$ cat src/rtl/core/jsd_pkg.sv
package jsd_pkg;

  // One accepted source item.
  typedef struct packed {
    logic [7:0] in_byte;
    logic       source_ended;
  } jsd_in_t;

  // One result transaction.
  typedef struct packed {
    logic [7:0] out_byte;
    logic [1:0] result_kind;
    logic [3:0] error_code;
    logic       last_of_run;
  } jsd_out_t;

  // Result kinds.
  localparam logic [1:0] KIND_BYTE = 2'd0;
  localparam logic [1:0] KIND_END  = 2'd1;
  localparam logic [1:0] KIND_ERR  = 2'd2;

  // Error codes.
  localparam logic [3:0] ERR_NONE         = 4'd0;
  localparam logic [3:0] ERR_NO_QUOTE     = 4'd1;
  localparam logic [3:0] ERR_CONTROL      = 4'd2;
  localparam logic [3:0] ERR_BAD_LEAD     = 4'd3;
  localparam logic [3:0] ERR_BAD_CONT     = 4'd4;
  localparam logic [3:0] ERR_UTF8_CUT     = 4'd5;
  localparam logic [3:0] ERR_ESC_CUT      = 4'd6;
  localparam logic [3:0] ERR_BAD_ESC      = 4'd7;
  localparam logic [3:0] ERR_HEX_CUT      = 4'd8;
  localparam logic [3:0] ERR_BAD_HEX      = 4'd9;
  localparam logic [3:0] ERR_LONE_HIGH    = 4'd10;
  localparam logic [3:0] ERR_BAD_LOW      = 4'd11;
  localparam logic [3:0] ERR_LONE_LOW     = 4'd12;
  localparam logic [3:0] ERR_UNTERMINATED = 4'd13;

  // All results caused by one source item. cnt holds the result count minus one.
  // Runs of kind end or error always hold exactly one result.
  typedef struct packed {
    logic [1:0]      cnt;
    logic [3:0][7:0] bytes;
    logic [1:0]      kind;
    logic [3:0]      err;
  } jsd_run_t;

  localparam int unsigned RUN_FIFO_DEPTH = 4;
  localparam int unsigned RUN_PTR_W      = $clog2(RUN_FIFO_DEPTH);
  localparam int unsigned RUN_CNT_W      = $clog2(RUN_FIFO_DEPTH + 1);

endpackage

$ cat src/rtl/core/jsd_front.sv
module jsd_front (
  input  logic             clk_i,
  input  logic             rst_ni,
  input  logic             fire_i,
  input  jsd_pkg::jsd_in_t in_i,
  output logic             run_valid_o,
  output jsd_pkg::jsd_run_t run_o
);
  import jsd_pkg::*;

  typedef enum logic [2:0] {
    M_IDLE,
    M_BODY,
    M_CONT,
    M_ESC,
    M_HEX,
    M_SUR_BS,
    M_SUR_U,
    M_LOWHEX
  } mode_e;

  localparam logic [7:0] CH_QUOTE  = 8'h22;
  localparam logic [7:0] CH_BSLASH = 8'h5C;
  localparam logic [7:0] CH_U      = 8'h75;

  mode_e       mode_q, mode_d;
  logic [15:0] acc_q, acc_d;
  logic [1:0]  dcnt_q, dcnt_d;
  logic [9:0]  hi_q, hi_d;
  logic [1:0]  left_q, left_d;
  logic [1:0]  range_q, range_d;

  logic        fail;
  logic [3:0]  fail_code;
  logic [7:0]  b;
  logic        ended;
  logic [4:0]  digit;
  logic [15:0] acc_next;
  logic [20:0] cp_sup;
  logic [7:0]  lo_lim, hi_lim;

  // Hex digit value, 16 when the byte is not a digit.
  function automatic logic [4:0] hex_of(logic [7:0] c);
    logic [4:0] v;
    v = 5'd16;
    if (c >= 8'h30 && c <= 8'h39) v = 5'(c - 8'h30);
    else if (c >= 8'h61 && c <= 8'h66) v = 5'(c - 8'h61 + 8'd10);
    else if (c >= 8'h41 && c <= 8'h46) v = 5'(c - 8'h41 + 8'd10);
    return v;
  endfunction

  function automatic jsd_run_t enc(logic [20:0] cp);
    jsd_run_t r;
    r = '0;
    r.kind = KIND_BYTE;
    r.err  = ERR_NONE;
    if (cp <= 21'h7F) begin
      r.cnt      = 2'd0;
      r.bytes[0] = cp[7:0];
    end else if (cp <= 21'h7FF) begin
      r.cnt      = 2'd1;
      r.bytes[0] = {3'b110, cp[10:6]};
      r.bytes[1] = {2'b10, cp[5:0]};
    end else if (cp <= 21'hFFFF) begin
      r.cnt      = 2'd2;
      r.bytes[0] = {4'b1110, cp[15:12]};
      r.bytes[1] = {2'b10, cp[11:6]};
      r.bytes[2] = {2'b10, cp[5:0]};
    end else begin
      r.cnt      = 2'd3;
      r.bytes[0] = {5'b11110, cp[20:18]};
      r.bytes[1] = {2'b10, cp[17:12]};
      r.bytes[2] = {2'b10, cp[11:6]};
      r.bytes[3] = {2'b10, cp[5:0]};
    end
    return r;
  endfunction

  function automatic jsd_run_t single(logic [7:0] v, logic [1:0] k, logic [3:0] e);
    jsd_run_t r;
    r = '0;
    r.bytes[0] = v;
    r.kind     = k;
    r.err      = e;
    return r;
  endfunction

  assign b        = in_i.in_byte;
  assign ended    = in_i.source_ended;
  assign digit    = hex_of(b);
  assign acc_next = {acc_q[11:0], digit[3:0]};
  assign cp_sup   = 21'h10000 + {1'b0, hi_q, acc_next[9:0]};

  always_comb begin
    lo_lim = 8'h80;
    hi_lim = 8'hBF;
    if (range_q == 2'd1) lo_lim = (left_q == 2'd3) ? 8'h90 : 8'hA0;
    else if (range_q == 2'd2) hi_lim = (left_q == 2'd3) ? 8'h8F : 8'h9F;
  end

  always_comb begin
    mode_d      = mode_q;
    acc_d       = acc_q;
    dcnt_d      = dcnt_q;
    hi_d        = hi_q;
    left_d      = left_q;
    range_d     = range_q;
    fail        = 1'b0;
    fail_code   = ERR_NONE;
    run_valid_o = 1'b0;
    run_o       = single(8'h00, KIND_BYTE, ERR_NONE);

    unique case (mode_q)
      M_BODY: begin
        if (ended) begin
          fail = 1'b1; fail_code = ERR_UNTERMINATED;
        end else if (b == CH_QUOTE) begin
          mode_d      = M_IDLE;
          run_valid_o = 1'b1;
          run_o       = single(8'h00, KIND_END, ERR_NONE);
        end else if (b < 8'h20) begin
          fail = 1'b1; fail_code = ERR_CONTROL;
        end else if (b >= 8'h80) begin
          run_valid_o = 1'b1;
          run_o       = single(b, KIND_BYTE, ERR_NONE);
          mode_d      = M_CONT;
          unique case (b) inside
            [8'hC2:8'hDF]:               begin left_d = 2'd1; range_d = 2'd0; end
            8'hE0:                       begin left_d = 2'd2; range_d = 2'd1; end
            [8'hE1:8'hEC], 8'hEE, 8'hEF: begin left_d = 2'd2; range_d = 2'd0; end
            8'hED:                       begin left_d = 2'd2; range_d = 2'd2; end
            8'hF0:                       begin left_d = 2'd3; range_d = 2'd1; end
            [8'hF1:8'hF3]:               begin left_d = 2'd3; range_d = 2'd0; end
            8'hF4:                       begin left_d = 2'd3; range_d = 2'd2; end
            default: begin
              run_valid_o = 1'b0;
              fail = 1'b1; fail_code = ERR_BAD_LEAD;
            end
          endcase
        end else if (b == CH_BSLASH) begin
          mode_d = M_ESC;
        end else begin
          run_valid_o = 1'b1;
          run_o       = single(b, KIND_BYTE, ERR_NONE);
        end
      end
      M_CONT: begin
        if (ended) begin
          fail = 1'b1; fail_code = ERR_UTF8_CUT;
        end else if (b < lo_lim || b > hi_lim) begin
          fail = 1'b1; fail_code = ERR_BAD_CONT;
        end else begin
          range_d     = 2'd0;
          left_d      = left_q - 2'd1;
          if (left_q == 2'd1) mode_d = M_BODY;
          run_valid_o = 1'b1;
          run_o       = single(b, KIND_BYTE, ERR_NONE);
        end
      end
      M_ESC: begin
        if (ended) begin
          fail = 1'b1; fail_code = ERR_ESC_CUT;
        end else begin
          mode_d      = M_BODY;
          run_valid_o = 1'b1;
          unique case (b)
            8'h22:   run_o = single(8'h22, KIND_BYTE, ERR_NONE);
            8'h5C:   run_o = single(8'h5C, KIND_BYTE, ERR_NONE);
            8'h2F:   run_o = single(8'h2F, KIND_BYTE, ERR_NONE);
            8'h62:   run_o = single(8'h08, KIND_BYTE, ERR_NONE);
            8'h66:   run_o = single(8'h0C, KIND_BYTE, ERR_NONE);
            8'h6E:   run_o = single(8'h0A, KIND_BYTE, ERR_NONE);
            8'h72:   run_o = single(8'h0D, KIND_BYTE, ERR_NONE);
            8'h74:   run_o = single(8'h09, KIND_BYTE, ERR_NONE);
            CH_U: begin
              run_valid_o = 1'b0;
              mode_d      = M_HEX;
              acc_d       = '0;
              dcnt_d      = '0;
            end
            default: begin
              run_valid_o = 1'b0;
              fail = 1'b1; fail_code = ERR_BAD_ESC;
            end
          endcase
        end
      end
      M_HEX, M_LOWHEX: begin
        if (ended) begin
          fail = 1'b1; fail_code = ERR_HEX_CUT;
        end else if (digit[4]) begin
          fail = 1'b1; fail_code = ERR_BAD_HEX;
        end else if (dcnt_q != 2'd3) begin
          acc_d  = acc_next;
          dcnt_d = dcnt_q + 2'd1;
        end else begin
          acc_d  = '0;
          dcnt_d = '0;
          if (mode_q == M_LOWHEX) begin
            if (acc_next < 16'hDC00 || acc_next > 16'hDFFF) begin
              fail = 1'b1; fail_code = ERR_BAD_LOW;
            end else begin
              hi_d        = '0;
              mode_d      = M_BODY;
              run_valid_o = 1'b1;
              run_o       = enc(cp_sup);
            end
          end else if (acc_next >= 16'hD800 && acc_next <= 16'hDBFF) begin
            hi_d   = acc_next[9:0];
            mode_d = M_SUR_BS;
          end else if (acc_next >= 16'hDC00 && acc_next <= 16'hDFFF) begin
            fail = 1'b1; fail_code = ERR_LONE_LOW;
          end else begin
            mode_d      = M_BODY;
            run_valid_o = 1'b1;
            run_o       = enc({5'd0, acc_next});
          end
        end
      end
      M_SUR_BS: begin
        if (ended || b != CH_BSLASH) begin
          fail = 1'b1; fail_code = ERR_LONE_HIGH;
        end else begin
          mode_d = M_SUR_U;
        end
      end
      M_SUR_U: begin
        if (ended || b != CH_U) begin
          fail = 1'b1; fail_code = ERR_LONE_HIGH;
        end else begin
          mode_d = M_LOWHEX;
          acc_d  = '0;
          dcnt_d = '0;
        end
      end
      default: begin
        if (ended || b != CH_QUOTE) begin
          fail = 1'b1; fail_code = ERR_NO_QUOTE;
        end else begin
          mode_d = M_BODY;
        end
      end
    endcase

    // An error drops back to idle; the saved high surrogate is kept.
    if (fail) begin
      mode_d      = M_IDLE;
      acc_d       = '0;
      dcnt_d      = '0;
      left_d      = '0;
      range_d     = '0;
      run_valid_o = 1'b1;
      run_o       = single(8'h00, KIND_ERR, fail_code);
    end
  end

  always_ff @(posedge clk_i or negedge rst_ni) begin
    if (!rst_ni) begin
      mode_q  <= M_IDLE;
      acc_q   <= '0;
      dcnt_q  <= '0;
      hi_q    <= '0;
      left_q  <= '0;
      range_q <= '0;
    end else if (fire_i) begin
      mode_q  <= mode_d;
      acc_q   <= acc_d;
      dcnt_q  <= dcnt_d;
      hi_q    <= hi_d;
      left_q  <= left_d;
      range_q <= range_d;
    end
  end

endmodule

$ cat src/rtl/core/jsd_run_fifo.sv
module jsd_run_fifo (
  input  logic              clk_i,
  input  logic              rst_ni,
  input  logic              push_i,
  input  jsd_pkg::jsd_run_t data_i,
  output logic              full_o,
  input  logic              pop_i,
  output logic              valid_o,
  output jsd_pkg::jsd_run_t data_o
);
  import jsd_pkg::*;

  jsd_run_t             mem_q [RUN_FIFO_DEPTH];
  logic [RUN_PTR_W-1:0] wr_ptr_q, rd_ptr_q;
  logic [RUN_CNT_W-1:0] cnt_q;
  logic                 do_push, do_pop;

  function automatic logic [RUN_PTR_W-1:0] inc(logic [RUN_PTR_W-1:0] p);
    return (p == RUN_PTR_W'(RUN_FIFO_DEPTH - 1)) ? '0 : p + 1'b1;
  endfunction

  assign full_o  = (cnt_q == RUN_CNT_W'(RUN_FIFO_DEPTH));
  assign valid_o = (cnt_q != '0);
  assign data_o  = mem_q[rd_ptr_q];
  assign do_push = push_i && !full_o;
  assign do_pop  = pop_i && valid_o;

  always_ff @(posedge clk_i) begin
    if (do_push) mem_q[wr_ptr_q] <= data_i;
  end

  always_ff @(posedge clk_i or negedge rst_ni) begin
    if (!rst_ni) begin
      wr_ptr_q <= '0;
      rd_ptr_q <= '0;
      cnt_q    <= '0;
    end else begin
      if (do_push) wr_ptr_q <= inc(wr_ptr_q);
      if (do_pop) rd_ptr_q <= inc(rd_ptr_q);
      if (do_push && !do_pop) cnt_q <= cnt_q + 1'b1;
      else if (do_pop && !do_push) cnt_q <= cnt_q - 1'b1;
    end
  end

endmodule

$ cat src/rtl/core/jsd_back.sv
module jsd_back (
  input  logic              clk_i,
  input  logic              rst_ni,
  input  logic              head_valid_i,
  input  jsd_pkg::jsd_run_t head_i,
  output logic              head_pop_o,
  output logic              empty_o,
  input  logic              pop_i,
  output jsd_pkg::jsd_out_t out_o
);
  import jsd_pkg::*;

  logic       out_v_q;
  jsd_out_t   out_q;
  logic [1:0] idx_q;
  logic       load;
  logic       at_last;

  assign load       = head_valid_i && (!out_v_q || pop_i);
  assign at_last    = (idx_q == head_i.cnt);
  assign head_pop_o = load && at_last;
  assign empty_o    = !out_v_q;
  assign out_o      = out_q;

  always_ff @(posedge clk_i) begin
    if (load) begin
      out_q.out_byte    <= (head_i.kind == KIND_BYTE) ? head_i.bytes[idx_q] : 8'h00;
      out_q.result_kind <= head_i.kind;
      out_q.error_code  <= head_i.err;
      out_q.last_of_run <= at_last;
    end
  end

  always_ff @(posedge clk_i or negedge rst_ni) begin
    if (!rst_ni) begin
      out_v_q <= 1'b0;
      idx_q   <= '0;
    end else begin
      if (load) out_v_q <= 1'b1;
      else if (pop_i) out_v_q <= 1'b0;
      if (load) idx_q <= at_last ? 2'd0 : idx_q + 2'd1;
    end
  end

  // A run is walked from its first result; the index never passes its count.
  a_idx_in_run: assert property (@(posedge clk_i) disable iff (!rst_ni)
    head_valid_i |-> idx_q <= head_i.cnt)
    else $error("result index beyond run length");

  a_idx_needs_head: assert property (@(posedge clk_i) disable iff (!rst_ni)
    idx_q != 2'd0 |-> head_valid_i)
    else $error("run left while partly sent");

  a_single_non_byte: assert property (@(posedge clk_i) disable iff (!rst_ni)
    out_v_q && out_q.result_kind != KIND_BYTE |-> out_q.last_of_run)
    else $error("end or error result not last of its run");

  a_load_shows: assert property (@(posedge clk_i) disable iff (!rst_ni)
    load |=> out_v_q)
    else $error("loaded result not shown");

endmodule

$ cat src/rtl/core/json_string_literal_decoder.sv
// Path: the run of an accepted source byte is written into the run queue, then loaded result by
//   result from the queue head into the output register that drives out_data_o.
// Throughput: one source byte per cycle while the run queue is not full and each byte gives at most
//   one result; a byte that gives more results holds the output serializer while its run is walked,
//   and a 4-entry run queue absorbs it. Reset: rst_ni is asynchronous and active low; it returns the
//   decoder to idle (awaiting an opening quote) and empties both queues. There is no clearing pass.
module json_string_literal_decoder (
  input  logic              clk_i,
  input  logic              rst_ni,
  input  logic              push,
  output logic              full,
  input  jsd_pkg::jsd_in_t  in_data_i,
  output logic              empty,
  input  logic              pop,
  output jsd_pkg::jsd_out_t out_data_o
);
  import jsd_pkg::*;

  // The front decodes one source byte per transaction into a run of zero to four results.
  // A run with no result (an opening quote, a backslash, a hex digit) is not queued.
  logic     fire;
  logic     run_valid;
  jsd_run_t run;

  // Between the two halves sits a short run queue; the front stalls only when it is full.
  logic     fifo_full;
  logic     head_valid;
  jsd_run_t head;
  logic     head_pop;

  assign fire = push && !fifo_full;
  assign full = fifo_full;

  jsd_front u_front (
    .clk_i       (clk_i),
    .rst_ni      (rst_ni),
    .fire_i      (fire),
    .in_i        (in_data_i),
    .run_valid_o (run_valid),
    .run_o       (run)
  );

  jsd_run_fifo u_run_fifo (
    .clk_i   (clk_i),
    .rst_ni  (rst_ni),
    .push_i  (fire && run_valid),
    .data_i  (run),
    .full_o  (fifo_full),
    .pop_i   (head_pop),
    .valid_o (head_valid),
    .data_o  (head)
  );

  // The back walks the head run one result per cycle, whenever the output register is empty or
  // popped, into that register, so a finished result can wait on pop while the front keeps
  // accepting bytes. The last result of each run carries last_of_run.
  jsd_back u_back (
    .clk_i        (clk_i),
    .rst_ni       (rst_ni),
    .head_valid_i (head_valid),
    .head_i       (head),
    .head_pop_o   (head_pop),
    .empty_o      (empty),
    .pop_i        (pop),
    .out_o        (out_data_o)
  );

endmodule
$ cat config.mk
export PLATFORM = sky130hd
export DESIGN_NAME = json_string_literal_decoder
export DESIGN_NICKNAME = d
export VERILOG_FILES = /design/src/rtl/core/jsd_pkg.sv /design/src/rtl/core/jsd_front.sv /design/src/rtl/core/jsd_run_fifo.sv /design/src/rtl/core/jsd_back.sv /design/src/rtl/core/json_string_literal_decoder.sv
export SDC_FILE = /design/constraint.sdc
export NUM_CORES = 1
export LEC_CHECK = 0
export BUFFER_PORTS_ARGS = -buffer_cell sky130_fd_sc_hd__buf_4
export CAP_MARGIN = 30
export CORE_ASPECT_RATIO = 1.75
export CORE_UTILIZATION = 65
export CTS_BUF_LIST = sky130_fd_sc_hd__clkbuf_2
export DETAILED_ROUTE_END_ITERATION = 6
export PLACE_DENSITY = 0.9
export SYNTH_ARGS = -nofsm -noshare
export SYNTH_HDL_FRONTEND = slang
export SYNTH_SLANG_ARGS = --single-unit
$ cat constraint.sdc
create_clock -name clk_i -period 5.65 [get_ports clk_i]
set_input_delay 0 -clock clk_i [delete_from_list [all_inputs] [get_ports clk_i]]
set_output_delay 0 -clock clk_i [all_outputs]
set_load 0.02 [all_outputs]
==> results.yml, run 1 <==
worst_setup_path:
  crit_top_cell: "ha_1"
  crit_path_start_kind: "flop"
  cpPeakStageDelay_ns: 0.95
  cp_max_fo: 36
  r2r_slack_ns: 0.96
  crit_type: "flop to flop"
  crit_path_end_kind: "flop"
  arrival_ns: 5.11
  required_ns: 6.07
  worst_path_max_delay_cell: "and2_2"
  path_cells: "ha_1 > or3b_2 > ha_1 > nor2_1 > or3_1 > or4_1 > nand3b_1 > nor3_1 > a21oi_1 > and2_2"
  crit_buf_inv: 0
  crit_family: "simple AND/OR/NAND/NOR gates"
sta:
  period_share_pct: 83.0
  hold_viol: 0
  max_freq_mhz: 213
  rsz0062_at_grt: "no"
  final-setup-viol-count: 0
  skew_ns: 0.0630
  maxSlewViolCount: 0
  setup_tns_ns: 0
  slew_headroom_pct: 23.4
  min_period_ns: 4.69
  tightest_slew_ns: 1.14
  hold_ws_ns: 0.223
global_route:
  grt_pass1_wl_mm: 43.7
  grt_pass1_vias: 7733
  grt.overflow.total: 0
  grt_usage_pct: 35.0
  antenna_found_initial: 1
  grt_start_max_net_pins: 42
  grt-busiest-layer: "met2"
  grtUsageMet3_pct: 5.11
  grt.met2_usage_pct: 59.7
  grt_util_met1_pct: 43.0
route:
  wire_per_inst_um: 25.4
  drtIter0Drc: 1012
  vias_per_cell: 7.19
  wl_mm: 28.2
  ant_nets: 0
  drc: 0
  drt_pre_antenna_iters: 6
  route.vias.total: 7961
final_layout:
  final_layout_size_suffix_gt1_share_pct: 17.2
  final_util_pct: 72.2
  fin_nets: 937
  n_fill_cell: 1070
  area_delta_synth_final_pct: 8.45
yosys:
  synth_nets: 902
  avgSynthCellArea_um2: 12.2
  ys_types: 90
  synth_seq_cells: 200
  syn-instance-count: 870
  synthArstFlopShare_pct: 20.5
  synthFlopType: "edfxtp_1"
  ys_warn_count: 0
  syn-cell-area_um2: 10600
  ys_seq_area_share_pct: 54.6
  synth_edf_count: 159
cts:
  cts_buffers: 17
  cts_tree: "built"
  post_cts_buffers: 0
  cts_buffer_depth: 2
  cts_root_buffer: "clkbuf_2"
  htree_levels: 4
  cts.sinks: 200
  post_cts_resized: 0
  clock_latency_ns: 0.81
  clk_pin_slew_ns: 0.35
  cts_hold_buf: 26
power_and_ir_drop:
  p_int_w: 0.00278
  clkPwrFrac_pct: 17.1
  switching_share_pct: 34.9
  p_seq_share_pct: 49.9
  p_comb_share_pct: 33.0
  switchingPower_w: 0.00149
  p_leak_nw: 3.96
  p_per_area_nw_per_um2: 371
  ir_drop_mv: 0.191
placed_design:
  port_buffers: 29
  gp_congestion: 0.993
  hpwl_mm: 19.1
floorplanning:
  die_area_um2: 16900
  core_um2: 16000
  chipHeight_um: 171
  num_rows: 61
  boundaryPins: 30
  start_util_pct: 66.6
  die_x_um: 98.6
min_path:
  hp-class: "input pin to asynchronous set/reset pin"
outcome:
  outcome: "finished clean"
job:
  max_cap_viol_count: 0
## kinds of logic after synthesis
| group | synth area share (%) |
|---|---|
| multiplexers | 10.5 |
| buffers and inverters | 3.03 |
| flip-flops | 54.6 |
| AO/OA/AOI/OAI | 13.8 |
| AND/OR/NAND/NOR | 15.1 |
| adder cells (fa/ha/maj) | 2.31 |
| XOR/XNOR | 0.660 |
## tightest hold or removal path, cell delays in order
cell and delay (ns):
dlygate4sd3_1 0.56, dlygate4sd3_1 0.56, buf_4 0.13, buf_16 0.22
## final cells by class
| class | instances | area (µm²) | share of cell area, % |
|---|---|---|---|
| diodes | 1 | 2.50 | 0.0217 |
| clock buffers | 18 | 90.1 | 0.782 |
| clock inverters | 14 | 180 | 1.56 |
| inverters | 28 | 105 | 0.913 |
| multi-input cells | 591 | 4500 | 39.1 |
| flip-flops and latches | 200 | 5800 | 50.4 |
| well taps | 189 | 236 | 2.05 |
| repair buffers | 67 | 596 | 5.17 |
## power groups by stage
stage	Combinational [W]	Sequential, W	Clock, W
after floorplan	0.000974	0.00213	0
after global placement	0.00130	0.00214	0
after detailed placement	0.00136	0.00217	0
after CTS	0.00140	0.00213	0.000742
after global routing	0.00150	0.00216	0.000796
final	0.00141	0.00213	0.000732
## metal layers
metal,up-vias,wire (µm)
met5,-,0
met4,0,1640
met3,138,2090
met2,534,14600
met1,3821,9890
li1,3468,-
## final timing paths
path                                          start                       to  depth (start not counted)
min in group clk_i                             push        u_front.mode_q[2]                          4
max in group asynchronous                    rst_ni         u_front.acc_q[6]                          4
worst max register to register    u_front.left_q[0]  u_run_fifo.mem_q[1][38]                         10
worst min register to register  u_run_fifo.cnt_q[2]      u_run_fifo.cnt_q[2]                          1
worst min-delay path                         rst_ni      u_run_fifo.cnt_q[0]                          4
worst max-delay path              u_front.left_q[0]  u_run_fifo.mem_q[1][38]                         10
## stage by stage
stage | std cells | instance area, µm² | power (W) | setup WS [ns]
after global placement | 1044 | 10900 | 0.00344 | 1.22
after CTS | 1103 | 11500 | 0.00427 | 1.03
after global routing | 1108 | 11500 | 0.00446 | 0.830
after floorplan | 870 | 10600 | 0.00310 | 1.59
after detailed placement | 1045 | 10900 | 0.00352 | 1.12
final | 1108 | 11500 | 0.00427 | 0.963
## cell usage in the layout, fill, tap and decap left out, types with 8 or more instances in the layout
cell type        n
edfxtp_1       159
nand2_1         70
nor2_1          47
o21ai_0         46
mux4_2          43
a21oi_1         42
dfrtp_1         40
buf_4           38
nand3_1         32
inv_1           27
nor3_1          26
dlygate4sd3_1   25
nor2b_1         19
ha_1            18
clkbuf_2        18
nand2b_1        14
nor4_1          11
nand4_1          9
a211oi_1         9
o22ai_1          9
and2_1           8
o31ai_1          8
mux2_2           8
a22o_1           8
o21a_1           8
## Yosys cell counts, types with 5 or more instances
library cell,number,share of area [%]
edfxtp_1,159,45
nand2_1,70,2.5
nor2_1,47,1.7
o21ai_0,46,2.2
a21oi_1,43,2.0
mux4_2,43,9.1
dfrtp_1,41,9.7
clkbuf_1,34,1.2
nand3_1,32,1.5
inv_1,27,0.95
nor3_1,26,1.2
nor2b_1,19,1.1
ha_1,18,2.1
nand2b_1,14,0.82
and2_1,11,0.65
nor4_1,11,0.65
a211oi_1,9,0.64
nand4_1,9,0.53
o22ai_1,9,0.53
a22o_1,8,0.66
buf_1,8,0.28
mux2_2,8,0.85
o21a_1,8,0.57
o31ai_1,8,0.57
nor3b_1,7,0.49
o211ai_1,7,0.49
o21ai_2,7,0.58
a31oi_1,6,0.35
nand3b_1,6,0.42
or2_2,6,0.35
a22oi_1,5,0.35
and3_1,5,0.29
or3_1,5,0.29
## sequential cells by signal (all words and copies together), names as in the netlist
name,count
u_front.mode_q,3
u_front.acc_q,12
u_run_fifo.rd_ptr_q,2
u_front.dcnt_q,2
u_run_fifo.wr_ptr_q,2
u_front.left_q,2
u_run_fifo.cnt_q,3
u_front.hi_q,10
u_front.range_q,2
u_back.out_o,15
u_run_fifo.mem_q,144
u_back.out_v_q,1
u_back.idx_q,2
Note: power is estimated with default switching activity, not from simulation.
==> run 2, diff against run 1 <==
==> constraint.sdc (replaced) <==
create_clock -name clk_i -period 4.6 [get_ports clk_i]
set_input_delay 0 -clock clk_i [delete_from_list [all_inputs] [get_ports clk_i]]
set_output_delay 0 -clock clk_i [all_outputs]
set_load 0.02 [all_outputs]
==> run 2 against run 1 <==
The run now ends with DRC left. Clock skew shrank 0.021 ns. Worst hold slack lost 0.18 ns. Sequential power grew 23%. Wire length shrank 1.0%. Core utilization grew 0.34 points. Via count shrank 0.64%. Combinational power grew 23%. Sequential share of layout area shrank 0.23 points. Critical path depth grew 1. Register-to-register slack lost 0.80 ns. Critical path type unchanged.
==> results.yml, run 2 (synthesized netlist as in run 1, its figures left out) <==
outcome:
  outcome: "finished with violations"
  violations: "DRC"
global_route:
  antenna_found_initial: 1
  grt.overflow.total: 0
  grt_pass1_wl_mm: 43.7
  grt_usage_pct: 35.2
  grt_start_max_net_pins: 42
  grt_pass1_vias: 8011
min_path:
  hp-class: "input pin to flop"
  min_path_cells: 3
worst_setup_path:
  worst_path_max_delay_cell: "nor2_1"
  required_ns: 5.18
  r2r_cells: 11
  crit_path_end_kind: "flop"
  crit_type: "flop to flop"
  cpPeakStageDelay_ns: 0.57
  path_cells: "ha_1 > or3b_2 > ha_1 > nor2_1 > or3_1 > o31a_1 > a2111oi_0 > a31oi_1 > nand2b_1 > nor2_1 > a21boi_1"
  arrival_ns: 5.02
  crit_path_start_kind: "flop"
  cp_max_fo: 12
power_and_ir_drop:
  p_per_area_nw_per_um2: 442
  ir_drop_mv: 0.281
  p_total_w: 0.00512
  p_leak_nw: 3.99
sta:
  tightest_slew_ns: 0.925
  max_freq_mhz: 225
  maxSlewViolCount: 0
  hold_viol: 0
  slew_headroom_pct: 38.1
  final-setup-viol-count: 0
  period_share_pct: 96.5
  min_period_ns: 4.44
  skew_ns: 0.0419
  setup_tns_ns: 0
  rsz0062_at_grt: "no"
route:
  wire_per_inst_um: 24.9
  wl_mm: 27.9
  ant_nets: 0
  vias_per_cell: 7.07
  drt_pre_antenna_iters: 7
  drc: 1
  drtIter0Drc: 845
  route.vias.total: 7910
final_layout:
  regMostFlops: "u_run_fifo.mem_q"
  stdcell_count: 1119
  final_cell_mix: "159 x edfxtp_1, 70 x nand2_1, 48 x buf_4, 47 x nor2_1, 46 x o21ai_0"
  final_layout_size_suffix_gt1_share_pct: 18.1
  area_delta_synth_final_pct: 8.96
  final_common_cell: "edfxtp_1"
  fin_nets: 948
  largest_register_ffs: 144
floorplanning:
  num_rows: 61
  die_area_um2: 16900
  core_um2: 16000
  boundaryPins: 30
  chipHeight_um: 171
  start_util_pct: 66.6
  die_x_um: 98.6
cts:
  cts_tree: "built"
  cts_buffer_depth: 2
  cts.sinks: 200
  clk_pin_slew_ns: 0.30
  htree_levels: 4
  clock_latency_ns: 0.80
  cts_buffers: 17
  cts_root_buffer: "clkbuf_2"
  post_cts_buffers: 0
job:
  max_cap_viol_count: 0
placed_design:
  gp_congestion: 1.01
  hpwl_mm: 19.3
  dp_cells: 1061
  port_buffers: 29
==> run 2: changes by cell type in the layout (fill, tap and decap cells not counted), sizes merged <==
cell / delta
clkinvlp: +2
dlygate4sd3: -1
clkinv: -1
clkbuf: -2
buf: +13
==> run 2: per-layer routing <==
metal / vias up / track usage [%] / part of all wire [%]
li1: 3497 / - / -
met1: 3838 / 39.7 / 35
met2: 439 / 60.3 / 51
met3: 136 / 6.54 / 6.4
met4: 0 / 24.5 / 7.0
met5: - / 0 / 0
==> run 2: worst paths after layout <==
check	slack [ns]	to	startpoint
min in group asynchronous	0.24	u_front.acc_q[5]	rst_ni
worst max-delay path	0.16	u_run_fifo.mem_q[0][22]	u_front.left_q[0]
max in group asynchronous	4.11	u_run_fifo.rd_ptr_q[0]	rst_ni
worst max register to register	0.16	u_run_fifo.mem_q[0][22]	u_front.left_q[0]
worst min register to register	0.51	u_front.dcnt_q[0]	u_front.dcnt_q[0]
worst min-delay path	0.05	u_run_fifo.mem_q[3][7]	in_data_i[2]
==> run 2: what timing repair did <==
action	4_1_cts	5_1_grt
hold endpoints to repair	118	0
setup endpoints to repair	0	1
gates resized for setup	0	1
hold buffers	25	0
==> run 2: power by group <==
group / switching, W / internal [W] / leakage, nW
clock network: 0.000620 / 0.000155 / 0.123
registers: 0.000208 / 0.00240 / 1.96
logic: 0.000892 / 0.000843 / 1.91
==> run 2: cell type report <==
class                   instances  area, µm²
fillers                      1107       4380
flip-flops and latches        200       5800
diodes                          1       2.50
well taps                     189        236
clock buffers                  17       85.1
inverters                      28        105
repair buffers                 78        713
clock inverters                15        115
multi-input cells             591       4510
==> run 2: worst max-delay path: cells and delay by family (launching register included) <==
kind / cells / cell delay (ns)
AO/OA/AOI/OAI: 4 / 1.37
adder cells (fa/ha/maj): 2 / 0.52
flip-flops: 1 / 0.50
AND/OR/NAND/NOR: 5 / 1.83
==> run 2: metrics by stage <==
stage	hold WS (ns)	setup WS (ns)	cell area [µm²]	util (%)
floorplan	-0.296	0.541	10600	-
global placement	0.0353	0.516	11100	69.5
detailed placement	0.0454	0.400	11100	69.5
CTS	0.00718	0.203	11600	72.5
global route	0.0300	0.0169	11600	72.5
finish	0.0461	0.160	11600	72.5
